### config.mk
export PLATFORM = sky130hd
export DESIGN_NAME = scan_curvature_occlusion_marker
export DESIGN_NICKNAME = d
export VERILOG_FILES = /design/src/scm_pkg.sv /design/src/scm_cfg.sv /design/src/scm_window.sv /design/src/scm_curv.sv /design/src/scan_curvature_occlusion_marker.sv
export SDC_FILE = /design/constraint.sdc
export NUM_CORES = 2
export LEC_CHECK = 0
export ABC_AREA = 1
export BUFFER_PORTS_ARGS = -buffer_cell sky130_fd_sc_hd__clkbuf_2
export CORE_MARGIN = 5
export CORE_UTILIZATION = 60
export CTS_CLUSTER_SIZE = 30
export DETAILED_ROUTE_END_ITERATION = 12
export PLACE_DENSITY = 0.74
export SETUP_SLACK_MARGIN = 0.15
export SYNTH_ARGS = -nofsm -noshare
export SYNTH_HDL_FRONTEND = slang
export SYNTH_SLANG_ARGS = --single-unit
### constraint.sdc
create_clock -name clk -period 10.6 [get_ports clk]
set_input_delay 0.53 -clock clk [delete_from_list [all_inputs] [get_ports clk]]
set_output_delay 0.53 -clock clk [all_outputs]
set_load 0.005 [all_outputs]
### src/scm_pkg.sv
// ---------------------------------------------------------------------------
// scm_pkg
// Shared types and constants of the curvature / occlusion marker.
// ---------------------------------------------------------------------------
package scm_pkg;

    // field widths fixed by the stream format
    localparam int IN_RANGE_W = 18;
    localparam int IN_COL_W   = 12;
    localparam int CURV_W     = 43;
    localparam int S_TDATA_W  = 32;
    localparam int M_TDATA_W  = 48;
    localparam int IN_RANGE_LSB = 0;
    localparam int IN_COL_LSB   = IN_RANGE_LSB + IN_RANGE_W;

    // configuration port
    localparam int CFG_W        = 16;
    localparam int CFG_IDX_W    = 2;
    localparam int CFG_OCC_W    = 16;
    localparam int CFG_PAR_W    = 8;
    localparam int CFG_COLGAP_W = 12;

    localparam logic [CFG_IDX_W-1:0] REG_OCC_GAP = 2'd0;
    localparam logic [CFG_IDX_W-1:0] REG_PAR_INV = 2'd1;
    localparam logic [CFG_IDX_W-1:0] REG_COL_GAP = 2'd2;

    localparam logic [CFG_OCC_W-1:0]    OCC_GAP_RST = 16'd300;
    localparam logic [CFG_PAR_W-1:0]    PAR_INV_RST = 8'd50;
    localparam logic [CFG_COLGAP_W-1:0] COL_GAP_RST = 12'd10;

    typedef struct packed {
        logic [CFG_OCC_W-1:0]    occ_gap;
        logic [CFG_PAR_W-1:0]    par_inv;
        logic [CFG_COLGAP_W-1:0] col_gap;
    } cfg_t;

    // one result request from the window to the curvature pipe
    typedef struct packed {
        logic is_edge;    // edge point: curvature forced to zero
        logic excl;       // excluded flag, edge already folded in
        logic last;       // final result of the cloud
        logic ctr_shift;  // center one slot deeper in the window
    } emit_t;

endpackage

### src/scm_cfg.sv
// ---------------------------------------------------------------------------
// scm_cfg
// Configuration register file, write only.
// ---------------------------------------------------------------------------
module scm_cfg
    import scm_pkg::*;
(
    input  logic                 clk,
    input  logic                 rst_n,
    input  logic                 cfg_we,
    input  logic [CFG_IDX_W-1:0] cfg_index,
    input  logic [CFG_W-1:0]     cfg_data,
    output cfg_t                 cfg
);

    cfg_t cfg_reg;

    always_ff @(posedge clk or negedge rst_n)
    begin
        if (!rst_n)
        begin
            cfg_reg.occ_gap <= OCC_GAP_RST;
            cfg_reg.par_inv <= PAR_INV_RST;
            cfg_reg.col_gap <= COL_GAP_RST;
        end
        else if (cfg_we)
        begin
            unique case (cfg_index)
                REG_OCC_GAP: cfg_reg.occ_gap <= CFG_OCC_W'(cfg_data);
                REG_PAR_INV: cfg_reg.par_inv <= CFG_PAR_W'(cfg_data);
                REG_COL_GAP: cfg_reg.col_gap <= CFG_COLGAP_W'(cfg_data);
                default:     ;
            endcase
        end
    end

    assign cfg = cfg_reg;

endmodule

### src/scm_window.sv
// ---------------------------------------------------------------------------
// scm_window
// Point window, pair checks (occlusion, beam-parallel) and tail flush.
// ---------------------------------------------------------------------------
module scm_window
    import scm_pkg::*;
#(
    parameter int HALF_WINDOW = 5,
    parameter int RANGE_BITS  = 18,
    parameter int COLUMN_BITS = 12
)(
    input  logic                                       clk,
    input  logic                                       rst_n,
    input  cfg_t                                       cfg,
    input  logic                                       in_valid,
    output logic                                       in_ready,
    input  logic [IN_RANGE_W-1:0]                      in_range,
    input  logic [IN_COL_W-1:0]                        in_column,
    input  logic                                       in_last,
    input  logic                                       emit_ready,
    output logic                                       emit_valid,
    output emit_t                                      emit,
    output logic [2*HALF_WINDOW+1:0][RANGE_BITS-1:0]   rng_win
);

    localparam int RNG_DEPTH = 2 * HALF_WINDOW + 2;
    localparam int EXC_DEPTH = HALF_WINDOW + 2;
    localparam int SEEN_MAX  = 2 * HALF_WINDOW + 3;
    localparam int SEEN_W    = $clog2(SEEN_MAX + 1);
    localparam int PEND_W    = $clog2(HALF_WINDOW + 1);
    localparam int J_W       = $clog2(EXC_DEPTH);
    localparam int GAP_W     = (RANGE_BITS > CFG_OCC_W) ? RANGE_BITS : CFG_OCC_W;
    localparam int COLC_W    = (COLUMN_BITS > CFG_COLGAP_W) ? COLUMN_BITS : CFG_COLGAP_W;
    localparam int PAR_W     = RANGE_BITS + CFG_PAR_W;

    logic [RNG_DEPTH-1:0][RANGE_BITS-1:0] rng_reg;
    logic [COLUMN_BITS-1:0]               col_reg;
    logic [EXC_DEPTH-1:0]                 exc_reg, exc_next;
    logic [SEEN_W-1:0]                    seen_reg, seen_next;
    logic [PEND_W-1:0]                    pend_reg, pend_next;
    logic                                 flush_reg;
    logic [J_W-1:0]                       fj_reg;
    logic [SEEN_W-1:0]                    fidx_reg;

    logic [RANGE_BITS-1:0]  r0, r1, r2, d01, d21;
    logic [COLUMN_BITS-1:0] c_in, col_diff;
    logic                   accept, checks_on, same, back, fwd, par, flush_fire;
    logic                   fedge;

    // saturate range, mask column
    assign r0   = (|(in_range >> RANGE_BITS)) ? '1 : RANGE_BITS'(in_range);
    assign c_in = COLUMN_BITS'(in_column);
    assign r1   = rng_reg[0];
    assign r2   = rng_reg[1];

    assign d01      = (r0 >= r1) ? (r0 - r1) : (r1 - r0);
    assign d21      = (r2 >= r1) ? (r2 - r1) : (r1 - r2);
    assign col_diff = (c_in >= col_reg) ? (c_in - col_reg) : (col_reg - c_in);

    assign checks_on = (seen_reg >= SEEN_W'(HALF_WINDOW + 1));
    assign same      = (COLC_W'(col_diff) < COLC_W'(cfg.col_gap));
    assign back      = checks_on && same && (r1 > r0) &&
                       (GAP_W'(d01) > GAP_W'(cfg.occ_gap));
    assign fwd       = checks_on && same && !back && (r0 > r1) &&
                       (GAP_W'(d01) > GAP_W'(cfg.occ_gap));
    assign par       = checks_on &&
                       ((PAR_W'(d21) * PAR_W'(cfg.par_inv)) > PAR_W'(r1)) &&
                       ((PAR_W'(d01) * PAR_W'(cfg.par_inv)) > PAR_W'(r1));

    assign in_ready   = !flush_reg && emit_ready;
    assign accept     = in_valid && in_ready;
    assign flush_fire = flush_reg && emit_ready;

    always_comb
    begin
        exc_next = {exc_reg[EXC_DEPTH-2:0], (pend_reg != '0) || fwd};
        exc_next = exc_next | {{(EXC_DEPTH-1){back}}, 1'b0};
        exc_next = exc_next | (EXC_DEPTH'(par) << 1);

        if (fwd)
            pend_next = PEND_W'(HALF_WINDOW);
        else if (pend_reg != '0)
            pend_next = pend_reg - 1'b1;
        else
            pend_next = pend_reg;

        if (seen_reg < SEEN_W'(SEEN_MAX))
            seen_next = seen_reg + 1'b1;
        else
            seen_next = seen_reg;
    end

    // window payload, no reset
    always_ff @(posedge clk)
    begin
        if (accept)
        begin
            rng_reg <= {rng_reg[RNG_DEPTH-2:0], r0};
            col_reg <= c_in;
        end
    end

    always_ff @(posedge clk or negedge rst_n)
    begin
        if (!rst_n)
        begin
            exc_reg   <= '0;
            seen_reg  <= '0;
            pend_reg  <= '0;
            flush_reg <= 1'b0;
            fj_reg    <= '0;
            fidx_reg  <= '0;
        end
        else if (accept)
        begin
            exc_reg  <= exc_next;
            seen_reg <= seen_next;
            pend_reg <= pend_next;
            if (in_last)
            begin
                flush_reg <= 1'b1;
                fj_reg    <= checks_on ? J_W'(HALF_WINDOW + 1) : J_W'(seen_reg);
                fidx_reg  <= seen_reg;
            end
        end
        else if (flush_fire)
        begin
            if (fj_reg == '0)
            begin
                flush_reg <= 1'b0;
                seen_reg  <= '0;
                pend_reg  <= '0;
            end
            else
            begin
                fj_reg <= fj_reg - 1'b1;
            end
        end
    end

    assign fedge = (fj_reg < J_W'(HALF_WINDOW)) ||
                   (fidx_reg < (SEEN_W'(fj_reg) + SEEN_W'(HALF_WINDOW)));

    always_comb
    begin
        if (flush_reg)
        begin
            emit.is_edge   = fedge;
            emit.excl      = fedge || exc_reg[fj_reg];
            emit.last      = (fj_reg == '0);
            emit.ctr_shift = (fj_reg == J_W'(HALF_WINDOW + 1));
        end
        else
        begin
            // result of the point that holds the center slot as this transfer arrives
            emit.is_edge   = (seen_reg < SEEN_W'(2 * HALF_WINDOW + 1));
            emit.excl      = emit.is_edge || exc_reg[HALF_WINDOW] || back;
            emit.last      = 1'b0;
            emit.ctr_shift = 1'b0;
        end
    end

    assign emit_valid = flush_reg || (accept && !in_last && checks_on);
    assign rng_win    = rng_reg;

endmodule

### src/scm_curv.sv
// ---------------------------------------------------------------------------
// scm_curv
// Curvature pipe: neighbor sum stage, then abs diff, square and saturate.
// ---------------------------------------------------------------------------
module scm_curv
    import scm_pkg::*;
#(
    parameter int HALF_WINDOW = 5,
    parameter int RANGE_BITS  = 18
)(
    input  logic                                       clk,
    input  logic                                       rst_n,
    input  logic                                       emit_valid,
    input  emit_t                                      emit,
    input  logic [2*HALF_WINDOW+1:0][RANGE_BITS-1:0]   rng_win,
    output logic                                       emit_ready,
    output logic                                       out_valid,
    input  logic                                       out_ready,
    output logic [CURV_W-1:0]                          curvature,
    output logic                                       excluded,
    output logic                                       last
);

    localparam int N    = 2 * HALF_WINDOW;
    localparam int D_W  = RANGE_BITS + $clog2(N + 1);
    localparam int SQ_W = 2 * D_W;

    logic [N:0][RANGE_BITS-1:0] op;
    logic [D_W-1:0]             sum, ctr;

    logic           s1_valid_reg;
    logic [D_W-1:0] s1_sum_reg, s1_ctr_reg;
    logic           s1_edge_reg, s1_excl_reg, s1_last_reg;
    logic           s1_ready, s2_ready;

    logic [D_W-1:0]    diff;
    logic [SQ_W-1:0]   sq;
    logic [CURV_W-1:0] sat;

    logic              out_valid_reg;
    logic [CURV_W-1:0] curv_reg;
    logic              excl_reg, last_reg;

    always_comb
    begin
        sum = '0;
        for (int i = 0; i <= N; i++)
        begin
            op[i] = emit.ctr_shift ? rng_win[i+1] : rng_win[i];
        end
        for (int i = 0; i <= N; i++)
        begin
            if (i != HALF_WINDOW)
                sum = sum + D_W'(op[i]);
        end
        ctr = D_W'(op[HALF_WINDOW]) * D_W'(N);
    end

    assign s2_ready   = !out_valid_reg || out_ready;
    assign s1_ready   = !s1_valid_reg || s2_ready;
    assign emit_ready = s1_ready;

    always_ff @(posedge clk or negedge rst_n)
    begin
        if (!rst_n)
            s1_valid_reg <= 1'b0;
        else if (s1_ready)
            s1_valid_reg <= emit_valid;
    end

    always_ff @(posedge clk)
    begin
        if (s1_ready && emit_valid)
        begin
            s1_sum_reg  <= sum;
            s1_ctr_reg  <= ctr;
            s1_edge_reg <= emit.is_edge;
            s1_excl_reg <= emit.excl;
            s1_last_reg <= emit.last;
        end
    end

    assign diff = (s1_sum_reg >= s1_ctr_reg) ? (s1_sum_reg - s1_ctr_reg)
                                             : (s1_ctr_reg - s1_sum_reg);
    assign sq   = SQ_W'(diff) * SQ_W'(diff);
    assign sat  = (|(sq >> CURV_W)) ? '1 : CURV_W'(sq);

    always_ff @(posedge clk or negedge rst_n)
    begin
        if (!rst_n)
            out_valid_reg <= 1'b0;
        else if (s2_ready)
            out_valid_reg <= s1_valid_reg;
    end

    always_ff @(posedge clk)
    begin
        if (s2_ready && s1_valid_reg)
        begin
            curv_reg <= s1_edge_reg ? '0 : sat;
            excl_reg <= s1_excl_reg;
            last_reg <= s1_last_reg;
        end
    end

    assign out_valid = out_valid_reg;
    assign curvature = curv_reg;
    assign excluded  = excl_reg;
    assign last      = last_reg;

endmodule

### src/scan_curvature_occlusion_marker.sv
// Throughput: one point per cycle in and one result per cycle out while m_tready stays high
//   and no flush runs. A point's result is requested on the transfer of the point
//   HALF_WINDOW+1 later and passes both pipe registers. A cloud_end transfer holds s_tready low
//   while the tail drains via the single result path, one slot per cycle unless stalled.
// Reset (rst_n, async, active low) clears handshake state, counters, occlusion marks and the
//   configuration registers to their defaults; the range window itself is not reset.
// ---------------------------------------------------------------------------
// scan_curvature_occlusion_marker
// Lidar scan curvature with occlusion, beam-parallel and edge-point marking.
// ---------------------------------------------------------------------------
module scan_curvature_occlusion_marker
    import scm_pkg::*;
#(
    parameter int HALF_WINDOW = 5,
    parameter int RANGE_BITS  = 18,
    parameter int COLUMN_BITS = 12
)(
    input  logic                 clk,
    input  logic                 rst_n,
    // point stream
    input  logic                 s_tvalid,
    output logic                 s_tready,
    input  logic [S_TDATA_W-1:0] s_tdata,   // [17:0] range_mm, [29:18] column, [31:30] zero
    input  logic                 s_tlast,   // cloud_end
    // result stream
    output logic                 m_tvalid,
    input  logic                 m_tready,
    output logic [M_TDATA_W-1:0] m_tdata,   // [42:0] curvature, [47:43] zero
    output logic                 m_tuser,   // [0] excluded
    output logic                 m_tlast,   // last_out
    // configuration writes
    input  logic                 cfg_we,
    input  logic [CFG_IDX_W-1:0] cfg_index,
    input  logic [CFG_W-1:0]     cfg_data
);

    cfg_t  cfg;
    emit_t emit;
    logic  emit_valid, emit_ready;
    logic [2*HALF_WINDOW+1:0][RANGE_BITS-1:0] rng_win;
    logic [CURV_W-1:0] curvature;

    scm_cfg u_cfg (
        .clk       (clk),
        .rst_n     (rst_n),
        .cfg_we    (cfg_we),
        .cfg_index (cfg_index),
        .cfg_data  (cfg_data),
        .cfg       (cfg)
    );

    // Window: every accepted point shifts in; pair checks on the newest pair set the
    // occlusion marks (backward over the last HALF_WINDOW+1 points, forward through a
    // pending count) and the beam-parallel mark. A normal transfer requests the result
    // of the center point in the same cycle; cloud_end starts a flush sequence that
    // walks the remaining slots oldest first and then empties the cloud state.
    scm_window #(
        .HALF_WINDOW (HALF_WINDOW),
        .RANGE_BITS  (RANGE_BITS),
        .COLUMN_BITS (COLUMN_BITS)
    ) u_window (
        .clk        (clk),
        .rst_n      (rst_n),
        .cfg        (cfg),
        .in_valid   (s_tvalid),
        .in_ready   (s_tready),
        .in_range   (s_tdata[IN_RANGE_LSB +: IN_RANGE_W]),
        .in_column  (s_tdata[IN_COL_LSB +: IN_COL_W]),
        .in_last    (s_tlast),
        .emit_ready (emit_ready),
        .emit_valid (emit_valid),
        .emit       (emit),
        .rng_win    (rng_win)
    );

    // Curvature: neighbor sum and scaled center into a stage register, then
    // abs diff, square and saturate into the output register. The stage register
    // acts as skid for one request; input stalls once it also holds a result that cannot move on.
    scm_curv #(
        .HALF_WINDOW (HALF_WINDOW),
        .RANGE_BITS  (RANGE_BITS)
    ) u_curv (
        .clk        (clk),
        .rst_n      (rst_n),
        .emit_valid (emit_valid),
        .emit       (emit),
        .rng_win    (rng_win),
        .emit_ready (emit_ready),
        .out_valid  (m_tvalid),
        .out_ready  (m_tready),
        .curvature  (curvature),
        .excluded   (m_tuser),
        .last       (m_tlast)
    );

    assign m_tdata = M_TDATA_W'(curvature);

endmodule

[After elaboration in Yosys (flattened, before gate mapping)]
Cells that the tools add are included.
Word-level totals
  bits of input ports: 56
  flip-flop bits (word level): 379
  output and inout bits: 52
  word-level logic and storage cells: 160
Operators by class
  add/sub/neg operators: 21
  $mul: 4
  equality and inequality tests: 7
  reduce and logical (&&, ||, !) cells: 41
  mux-type cells: 37
  $lt $le $gt $ge: 16
  bitwise logic cells: 2
Operators with widths (number)
  $mux 18: 13
  $add 22x18->22: 8
  $sub 18x18->18: 4
  $gt 26x18->1: 2
  $mul 18x8->26: 2
  $mul 22x22->44: 1
  $sub 22x22->22: 2
  $mux 43: 1
  $ge 18x18->1: 2
  $gt 18x18->1: 2
  $mux 3: 10
  $sub 12x12->12: 2
  $ge 22x22->1: 1
  $mux 22: 1
  $mul 18x3->21 const B: 1
  $mux 4: 5
  $add 18x18->19: 1
  $gt 18x16->1: 1
  $logic_and 1x1->1: 15
  $ge 12x12->1: 1
  $lt 12x12->1: 1
  $mux 12: 1
  $reduce_and 3->1: 4
  $logic_or 1x1->1: 8
  24 further kinds: 39

[Longest topological paths before layout]
  word-level depth: 18
  mapped depth: 46
  mapped depth without buffers: 45

[Hierarchy]
From an unflattened synthesis, not the netlist that was laid out.
Second synthesis, totals
  cell total of the unflattened synthesis: 6433
  area total of the unflattened synthesis: 53337.4 µm²
By module, submodules not included
  scm_curv: area each 27445.1 µm², instances 1, seq. area each 2782.7 µm², cells each 3381
  scm_window: area each 24322.1 µm², instances 1, seq. area each 7397.1 µm², cells each 2885
  scm_cfg: area each 1529.0 µm², instances 1, seq. area each 912.1 µm², cells each 161
  scan_curvature_occlusion_marker: area each 41.3 µm², instances 1, seq. area each 0.0 µm², cells each 6

[Least setup slack after synthesis]
No wires, ideal clock.
  path kind: input port to flip-flop
  start: in m_tready
  end: reg u_curv.s1_ctr_reg[10], enable pin
  library setup time: 0.405 ns
  path buffers: 1
  slack: 0.856 ns
  arrival time: 9.339 ns
  stages: 9
  required time: 10.195 ns
  cell sequence: inv_1 > nand3_1 > nand2_1 > inv_1 > nand2_1 > inv_1 > buf_1 > nand3_1 > nand2_1
Between the ends
  cells in the longest elaborated chain, start to end: 8
RTL lines
  start: declaration: line scan_curvature_occlusion_marker.sv:27  | input logic m_tready,
  $logic_or 1x1->1: line scm_curv.sv:59  | assign s2_ready = !out_valid_reg || out_ready;
  $logic_or 1x1->1: line scm_curv.sv:60  | assign s1_ready = !s1_valid_reg || s2_ready;
  $logic_and 1x1->1: line scm_window.sv:70  | assign in_ready = !flush_reg && emit_ready;
  net s_tready: line scan_curvature_occlusion_marker.sv:22  | output logic s_tready,
  $logic_and 1x1->1: line scm_window.sv:71  | assign accept = in_valid && in_ready;
  net u_window.accept: line scm_window.sv:47  | logic accept, checks_on, same, back, fwd, par, flush_fire;
  $logic_and 1x1->1 (2 in series): line scm_window.sv:163  | assign emit_valid = flush_reg || (accept && !in_last && checks_on);
  $logic_or 1x1->1: line scm_window.sv:163
  $logic_and 1x1->1: line scm_curv.sv:73  | if (s1_ready && emit_valid)
  end signal: assignment: line scm_curv.sv:76  | s1_ctr_reg <= ctr;
  end: declaration: line scm_curv.sv:32  | logic [D_W-1:0] s1_sum_reg, s1_ctr_reg;
The timed path passes the listed nets, and every way through them passes these cells.
A chain may end at the register's enable or synchronous reset.

[Worst setup path after layout]
  start: reg u_curv.s1_sum_reg[0]
  end: reg u_curv.curv_reg[3], in the netlist u_curv.curvature[3], data pin
Between the ends
  cells in the longest elaborated chain, start to end: 4
  elaborated cells between the ends (all ways): 6
  those cells by class: add/sub: 2; mul: 1; order compare: 1; mux: 2
RTL lines
  start: declaration: line scm_curv.sv:32
  start signal: assignment: line scm_curv.sv:75  | s1_sum_reg <= sum;
  $sub 22x22->22 (tied with other cells): line scm_curv.sv:84  | : (s1_ctr_reg - s1_sum_reg);
  $mux 22 (*): line scm_curv.sv:83  | assign diff = (s1_sum_reg >= s1_ctr_reg) ? (s1_sum_reg - s1_ctr_reg)
  $mul 22x22->44 (*): line scm_curv.sv:85  | assign sq = SQ_W'(diff) * SQ_W'(diff);
  $mux 43 (*): line scm_curv.sv:86  | assign sat = (|(sq >> CURV_W)) ? '1 : CURV_W'(sq);
  end signal: assignment: line scm_curv.sv:100  | curv_reg <= s1_edge_reg ? '0 : sat;
  end: declaration: line scm_curv.sv:41  | logic [CURV_W-1:0] curv_reg;
Mark *: on every way between the ends. The rest lies on a longest branch, timed or not.

==> flow_summary_export.csv <==
group,metric,value,unit
status,outcome,"finished, final reports clean",
final_layout,nets,7834,
grt,grt_max_degree,100,
final_layout,drive_above_1_share,4.583,%
yosys,synthAdderAreaFrac,37.71,%
setup_path,endpoint_kind,"flip-flop",
yosys,synth_cell_type_count,61,
setup_path,slowest_stage,"fa_1",
cts,htree_levels,2,
yosys,synth_xor_area_share,3.251,%
place,place.gp.congestion,0.9762,
yosys,synth_top_family_by_area,"adder cells",
cts,cts_buffer_depth,3,
yosys,async_flop_share,15.83,%
route,first_iter_violations,3080,
timing,setup_slack,0.9219,ns
route,via_per_inst,5.470,
timing,min_period,9.678,ns
route,ant_nets,0,
timing,fmaxAchievable,103.3,MHz
floorplanning,initial_core_util,60.37,%
setup_path,worst_path_largest_cell_delay,0.59,ns
yosys,synthMuxAreaShare,0.8068,%
timing,slew_headroom,29.78,%
floorplanning,die-area,0.09498,mm^2
timing,skew,0.04837,ns
grt,grt_pass1_vias,43720,
grt,grt-ovfl-total,0,
yosys,seq_area_frac_synth,20.79,%
cts,clock_sinks,379,
floorplanning,io_pins,108,
final_layout,syn2layout_area_growth,5.870,%
cts,ctsResizeCount,0,
route,wirelength,139600,um
floorplanning,die_y,308.2,um
cts,cts_root_buffer,"clkbuf_16",
grt,antenna_found_initial,0,
cts,cts_made_buffers,48,
cts,clkTransAtPathRegs,0.06,ns
yosys,post-synth-top-count-cell,"inv_1",
yosys,ys_top_cells_by_count,"inv_1, nand2_1, fa_1",
yosys,synth_seq_cells,379,
place,dp.final_hpwl,113900,um
floorplanning,rows,109,
yosys,yosys_warnings,0,
yosys,synth.avg_cell_area,8.171,um^2
route,post_drt_wl_per_cell,17.95,um
run,maxCapViolCount,0,
cts,cts_tree,"done",
floorplanning,die_w,308.2,um
setup_path,crit_fanout,43,
final_layout,largest_reg_flops,180,
yosys,yosys.area_share.simple,17.62,%
setup_path,worstSetupStartpointType,"flip-flop",
grt,grt_pass1_wl,227500,um
timing,tns,0,ns
route,dr_total_vias,42540,
timing,rsz0062_at_grt,"false",
timing,setup_viol,0,
yosys,synth_compound_area_share,8.272,%
cts,post_cts_buffers,0,
timing,drv_slew,0,
cts,clk_latency,0.64,ns
route,drc,0,
yosys,synth_area_leaders,"fa_1, edfxtp_1, ha_1, inv_1, nand2_1",
worst_hold_path,holdCritPathClass,"in2async",
yosys,synth.largest_area_cell,"fa_1",
place,dp_slack,1.157,ns
final_layout,n_antenna_cell,0,
route,drt-pass1-iter-count,6,
setup_path,crit_path_frequent_cell,"fa_1",
yosys,syn_inst,6529,
timing,worst_slew_pin_slew,1.052,ns
grt,grtUsageTotal,29.90,%
yosys,synthFlopType,"edfxtp_1",
floorplanning,fp.coreArea,0.08837,mm^2
yosys,synth-edff-count,319,
setup_path,worst-endpoint-arrival,10.01,ns
setup_path,required,10.93,ns
cts,postCtsHoldBufs,0,
place,portBuffers,100,
yosys,netlist_area,0.05335,mm^2
yosys,yosysTopAreaCellShare,25.25,%
timing,timing.final.crit_share,91.30,%
setup_path,crit_type,"reg2reg",
timing,hold_viol,0,
layout by cell type, fill, tap and decap left out, types with 17 or more instances in the layout:
cell       netlist  final
a31oi_1         22     22
nand3_1        172    171
dfrtp_1         51     51
clkbuf_2         4    100
mux2i_1         43     43
nor3_1          30     30
edfxtp_1       319    319
nor2_1         637    637
o21bai_1        31     31
ha_1           531    531
fa_1           673    673
xor2_1         140    140
xnor2_1         58     58
nand4_1         56     56
a21oi_1        312    311
nand2_1       1340   1339
clkbuf_16        0     49
a21o_1          19     19
inv_1         1417   1415
nor2_4          17     17
o21ai_0        339    339
buf_4           15     37
cell type report:
cell class,count,area [um^2]
Sequential cell,379,11090
Tap cell,1165,1458
Timing Repair Buffer,137,778.2
Fill cell,7773,31890
Inverter,1438,5410
Multi-Input combinational cell,4570,36150
Clock buffer,62,1295
Clock inverter,26,301.5
critical path, delay by kind of cell (launching register included):
| family | cells | cell delay [ns] |
|---|---|---|
| adder cells (fa/ha/maj) | 9 | 4.20 |
| AND/OR/NAND/NOR | 11 | 2.01 |
| buffers and inverters | 7 | 1.30 |
| XOR/XNOR | 2 | 0.36 |
| flip-flops | 1 | 0.47 |
| AO/OA/AOI/OAI | 5 | 1.00 |
per-stage QoR:
step / cells / utilization [%] / hold WS (ns) / cell area [um^2]
after global routing: 7777 / 63.91 / 0.08211 / 56480
after detailed placement: 7689 / 62.11 / 0.4101 / 54890
after global placement: 7689 / 62.11 / 0.4080 / 54890
final: 7777 / 63.91 / 0.03930 / 56480
after floorplan: 6535 / - / 0.2344 / 53370
after CTS: 7777 / 63.91 / 0.04722 / 56480
routing by layer:
layer / wire length (um) / vias up / share of wire [%] / track usage, %
li1: - / 20330 / - / -
met3: 8718 / 279 / 6.2 / 4.127
met1: 58170 / 20660 / 42 / 39.90
met5: 0 / - / 0 / 0
met4: 6723 / 0 / 4.8 / 12.61
met2: 65980 / 1277 / 47 / 49.49
logic make-up (layout without fill, tap and decap cells):
| family | after synthesis | after routing |
|---|---|---|
| multiplexers | 43 | 43 |
| buffers and inverters | 1586 | 1663 |
| AO/OA/AOI/OAI | 805 | 805 |
| adder cells (fa/ha/maj) | 1204 | 1204 |
| XOR/XNOR | 198 | 198 |
| flip-flops | 379 | 379 |
| other | 1 | 7 |
| AND/OR/NAND/NOR | 2313 | 2313 |
final timing paths:
path | startpoint | to | slack, ns | cells after the start
max in group asynchronous | rst_n | u_cfg.cfg[12]$_DFFE_PN0P_ | 10.03 | 2
hold reg to reg | u_window.rng_win[88]$_DFFE_PP_ | u_window.rng_win[106]$_DFFE_PP_ | 0.42 | 0
setup reg to reg | u_curv.s1_sum_reg[0]$_DFFE_PP_ | u_curv.curvature[3]$_SDFFCE_PP0P_ | 0.92 | 34
hold / removal | rst_n | u_curv.out_valid$_DFFE_PN0P_ | 0.04 | 2
setup / recovery | u_curv.s1_sum_reg[0]$_DFFE_PP_ | u_curv.curvature[3]$_SDFFCE_PP0P_ | 0.92 | 34
min in group clk | s_tdata[11] | u_window.r1[11]$_DFFE_PP_ | 0.10 | 1
Power is left out: the tool's default activity adds up to more than one toggle a clock period on the data nets, which glitch-free logic cannot reach.
